[config.mk]
export PLATFORM = sky130hd
export DESIGN_NAME = sm4_ram
export DESIGN_NICKNAME = d
export VERILOG_FILES = /design/src/hdl/sm4_block_cipher_ecb_cbc_core_macros.svh /design/src/hdl/sm4_ram.sv
export SDC_FILE = /design/constraint.sdc
export NUM_CORES = 1
export LEC_CHECK = 0
export ABC_AREA = 1
export BUFFER_PORTS_ARGS = -buffer_cell sky130_fd_sc_hd__buf_2
export CAP_MARGIN = 20
export CORE_MARGIN = 2
export CORE_UTILIZATION = 35
export CTS_CLUSTER_SIZE = 8
export DETAILED_ROUTE_END_ITERATION = 7
export GPL_TIMING_DRIVEN = 1
export HOLD_SLACK_MARGIN = 0.1
export PLACE_DENSITY = 0.57
export SYNTH_ARGS = -nofsm -noshare
export SYNTH_HDL_FRONTEND = slang
export SYNTH_SLANG_ARGS = --single-unit
[constraint.sdc]
create_clock -name i_clk -period 5.7 [get_ports i_clk]
set_clock_uncertainty 0.1 [all_clocks]
set_input_delay 0.57 -clock i_clk [delete_from_list [all_inputs] [get_ports i_clk]]
set_output_delay 0.57 -clock i_clk [all_outputs]
set_load 0.05 [all_outputs]
[src/hdl/sm4_block_cipher_ecb_cbc_core_macros.svh]
// Assertion macros for the SM4 core top level
`ifndef SM4_BLOCK_CIPHER_ECB_CBC_CORE_MACROS_SVH
`define SM4_BLOCK_CIPHER_ECB_CBC_CORE_MACROS_SVH

// same-cycle implication, clocked on i_clk, off during reset
`define SM4_ASSERT_IMP(lbl, ante, cons, msg) \
    lbl: assert property (@(posedge i_clk) disable iff (!i_rst_n) (ante) |-> (cons)) \
        else $error(msg);

// next-cycle implication, clocked on i_clk, off during reset
`define SM4_ASSERT_NXT(lbl, ante, cons, msg) \
    lbl: assert property (@(posedge i_clk) disable iff (!i_rst_n) (ante) |=> (cons)) \
        else $error(msg);

`endif

[src/hdl/sm4_ram.sv]
// Generic single-write, single-read RAM with registered read data
module sm4_ram #(
    parameter int WIDTH = 32,
    parameter int DEPTH = 32
) (
    input  logic                     i_clk,
    input  logic                     i_we,
    input  logic [$clog2(DEPTH)-1:0] i_waddr,
    input  logic [WIDTH-1:0]         i_wdata,
    input  logic [$clog2(DEPTH)-1:0] i_raddr,
    output logic [WIDTH-1:0]         o_rdata
);

    logic [WIDTH-1:0] r_mem [DEPTH];
    logic [WIDTH-1:0] r_rdata;

    always_ff @(posedge i_clk) begin
        if (i_we) begin
            r_mem[i_waddr] <= i_wdata;
        end
        r_rdata <= r_mem[i_raddr];
    end

    assign o_rdata = r_rdata;

endmodule

==> flow_metrics.env <==
export IMPL_ios=76
export IMPL_final_antenna_net_count=0
export IMPL_vias=27261
export IMPL_worstPathArrival_ns=2.92
export IMPL_initial_core_util_pct=35.3
export IMPL_placed_area_um2=44000
export IMPL_post_cts_setup_buffers=0
export IMPL_cap_violations=0
export IMPL_synth_edf_count=1024
export IMPL_path_buf_inv=3
export IMPL_drc=0
export IMPL_setup_viol=0
export IMPL_fin_util_pct=40.3
export IMPL_reg2reg_from="r_mem[22][20]$_DFFE_PP_"
export IMPL_cts_sinks=1056
export IMPL_whs_ns=0.243
export IMPL_grt_max_degree=239
export IMPL_cts_hold_buf=0
export IMPL_p_leak_nw=17.5
export IMPL_h_tree_depth=4
export IMPL_required_ns=6.02
export IMPL_dpl_hpwl_mm=60.7
export IMPL_dp_cells=5063
export IMPL_outcome="complete, no violations"
export IMPL_cts_repair_resized=0
export IMPL_path_cells="buf_2 > inv_1 > nand3_1 > nor2_4 > buf_4"
export IMPL_synth_mux_area_share_pct=0
export IMPL_die_w_um=352
export IMPL_wl_mm=120
export IMPL_synth_top_family_by_area="simple AND/OR/NAND/NOR gates"
export IMPL_clkTransAtPathRegs_ns=0.05
export IMPL_postSynthCellCount=3536
export IMPL_cts_tree="done"
export IMPL_slowest_stage="nor2_4"
export IMPL_die_h_um=352
export IMPL_slew_viol_final=0
export IMPL_power_mw=18.0
export IMPL_preCtsSetupSlack_ns=2.31
export IMPL_synth_seq_area_share_pct=74.0
export IMPL_ys_ff_latch=1056
export IMPL_synth_xor_area_share_pct=0
export IMPL_dr_pass1_iters=5
export IMPL_netlist_area_um2=42400
export IMPL_final_cells=5321
export IMPL_syn_nets=3580
export IMPL_synth_top_area_cell="edfxtp_1"
export IMPL_numCtsBuffers=150
export IMPL_synth_top_area_share_pct=72.5
export IMPL_avgViaCountPerCell=5.12
export IMPL_drtIter0Drc=2756
export IMPL_ys_warn_count=0
export IMPL_vdd_drop_max_v=0.000293
export IMPL_timing_slew_headroom_pct=24.1
export IMPL_layout_nets=3647
export IMPL_holdCritStartpoint="i_wdata[16]"
export IMPL_period_needed_ns=2.61
export IMPL_hold_viol=0
export IMPL_synth_common_cells="1440 x nand2_1, 1024 x edfxtp_1, 780 x nand3_1, 83 x buf_2, 66 x buf_6"
export IMPL_crit_path_start_kind="primary input"
export IMPL_timing_final_crit_share_pct=45.7
export IMPL_die_area_um2=124000
export IMPL_layout_drive_gt1_share_pct=9.04
export IMPL_synth_simple_area_share_pct=22.2
export IMPL_fin_setup_tns_ns=0
export IMPL_routed_top_layer="met5"
export IMPL_stdcell_area_um2=48400
export IMPL_rows=127
export IMPL_grt_pass1_vias=25946
export IMPL_post_drt_wl_per_cell_um=22.6
export IMPL_ys_types=14
export IMPL_grt_usage_pct=19.0
export IMPL_wl_met1_mm=51.9
export IMPL_coreArea_um2=120000
export IMPL_routed_wl_met3_mm=7.52
export IMPL_area_delta_synth_final_pct=14.2
export IMPL_synth_compound_area_share_pct=0
export IMPL_worst_slack_ns=3.09
export IMPL_critPathMaxStageDelay_ns=1.13
export IMPL_hp_class="primary input to flop"
export IMPL_avgSynthCellArea_um2=12.0
export IMPL_cp_startpoint="i_waddr[1]"
export IMPL_synth_main_ff_cell="edfxtp_1"
export IMPL_p_per_area_nw_per_um2=372
export IMPL_numPortBuffers=75
export IMPL_critPathCaptureType="flop"
export IMPL_tightest_slew_ns=1.14
export IMPL_rsz0062_at_grt="false"
export IMPL_synth_adder_area_share_pct=0
export IMPL_synth_area_leaders="edfxtp_1 73%, nand2_1 13%, nand3_1 9.2%"
export IMPL_clock_path_buffers=3
export IMPL_wl_met2_mm=58.1
export IMPL_antenna_found_initial=10
export IMPL_synthArstFlopShare_pct=0
export IMPL_cts_root_buf="clkbuf_16"
export IMPL_clock_latency_ns=0.74
export IMPL_critical_path_class="primary input to flop"
export IMPL_critPathTopFamily="simple AND/OR/NAND/NOR gates"
export IMPL_grt_pass1_wl_mm=176
export IMPL_grt_overflow=0
export IMPL_gp_congestion=0.800
export IMPL_yosysMostFrequentCell="nand2_1"
export IMPL_worstPathMaxFanout=22
export IMPL_fmax_mhz=384
==> worst reg2reg max path: cells and delay by family, from the launching register on <==
kind,cells,cell delay (ns)
simple gates,8,0.83
flops,1,0.35
==> state kept, by name (all words and copies together), names as in the netlist <==
register  count
o_rdata      32
r_mem      1024
==> area by class of cell <==
class	count	area (µm²)
clock buffer	240	4130
multi-input combinational	2252	9670
timing repair buffer	133	902
tap	1612	2020
clock inverter	15	234
sequential	1056	31400
antenna	3	7.51
fill	11350	71700
inverter	10	67.6
==> final timing paths <==
kind                                  end  slack (ns)  cells after the start
setup / recovery  r_mem[21][15]$_DFFE_PP_        3.09                      5
hold reg to reg       o_rdata[24]$_DFF_P_        0.64                      8
hold / removal    r_mem[23][16]$_DFFE_PP_        0.24                      1
setup reg to reg      o_rdata[20]$_DFF_P_        4.27                      8
==> routing by layer <==
metal  vias up  GRT usage [%]
met4        12           5.70
met2      1018           31.0
met3       208           3.32
met5         -              0
li1      12496              -
met1     13527           26.0
==> power breakdown <==
group	internal [mW]	switching, mW
sequential	8.65	0.0481
clock	4.95	3.29
combinational	0.239	0.825
==> logic make-up after synthesis <==
group	after synthesis
flops	1056
buf+inv	228
simple gates	2252
==> layout by cell type, fill, tap and decap left out, drive strengths merged <==
cell type	instances
buf	133
dfxtp	32
nand3	780
inv	14
clkbuf	240
clkinv	11
diode	3
nor2	32
nand2	1440
edfxtp	1024
(Power assumes the default switching activity.)
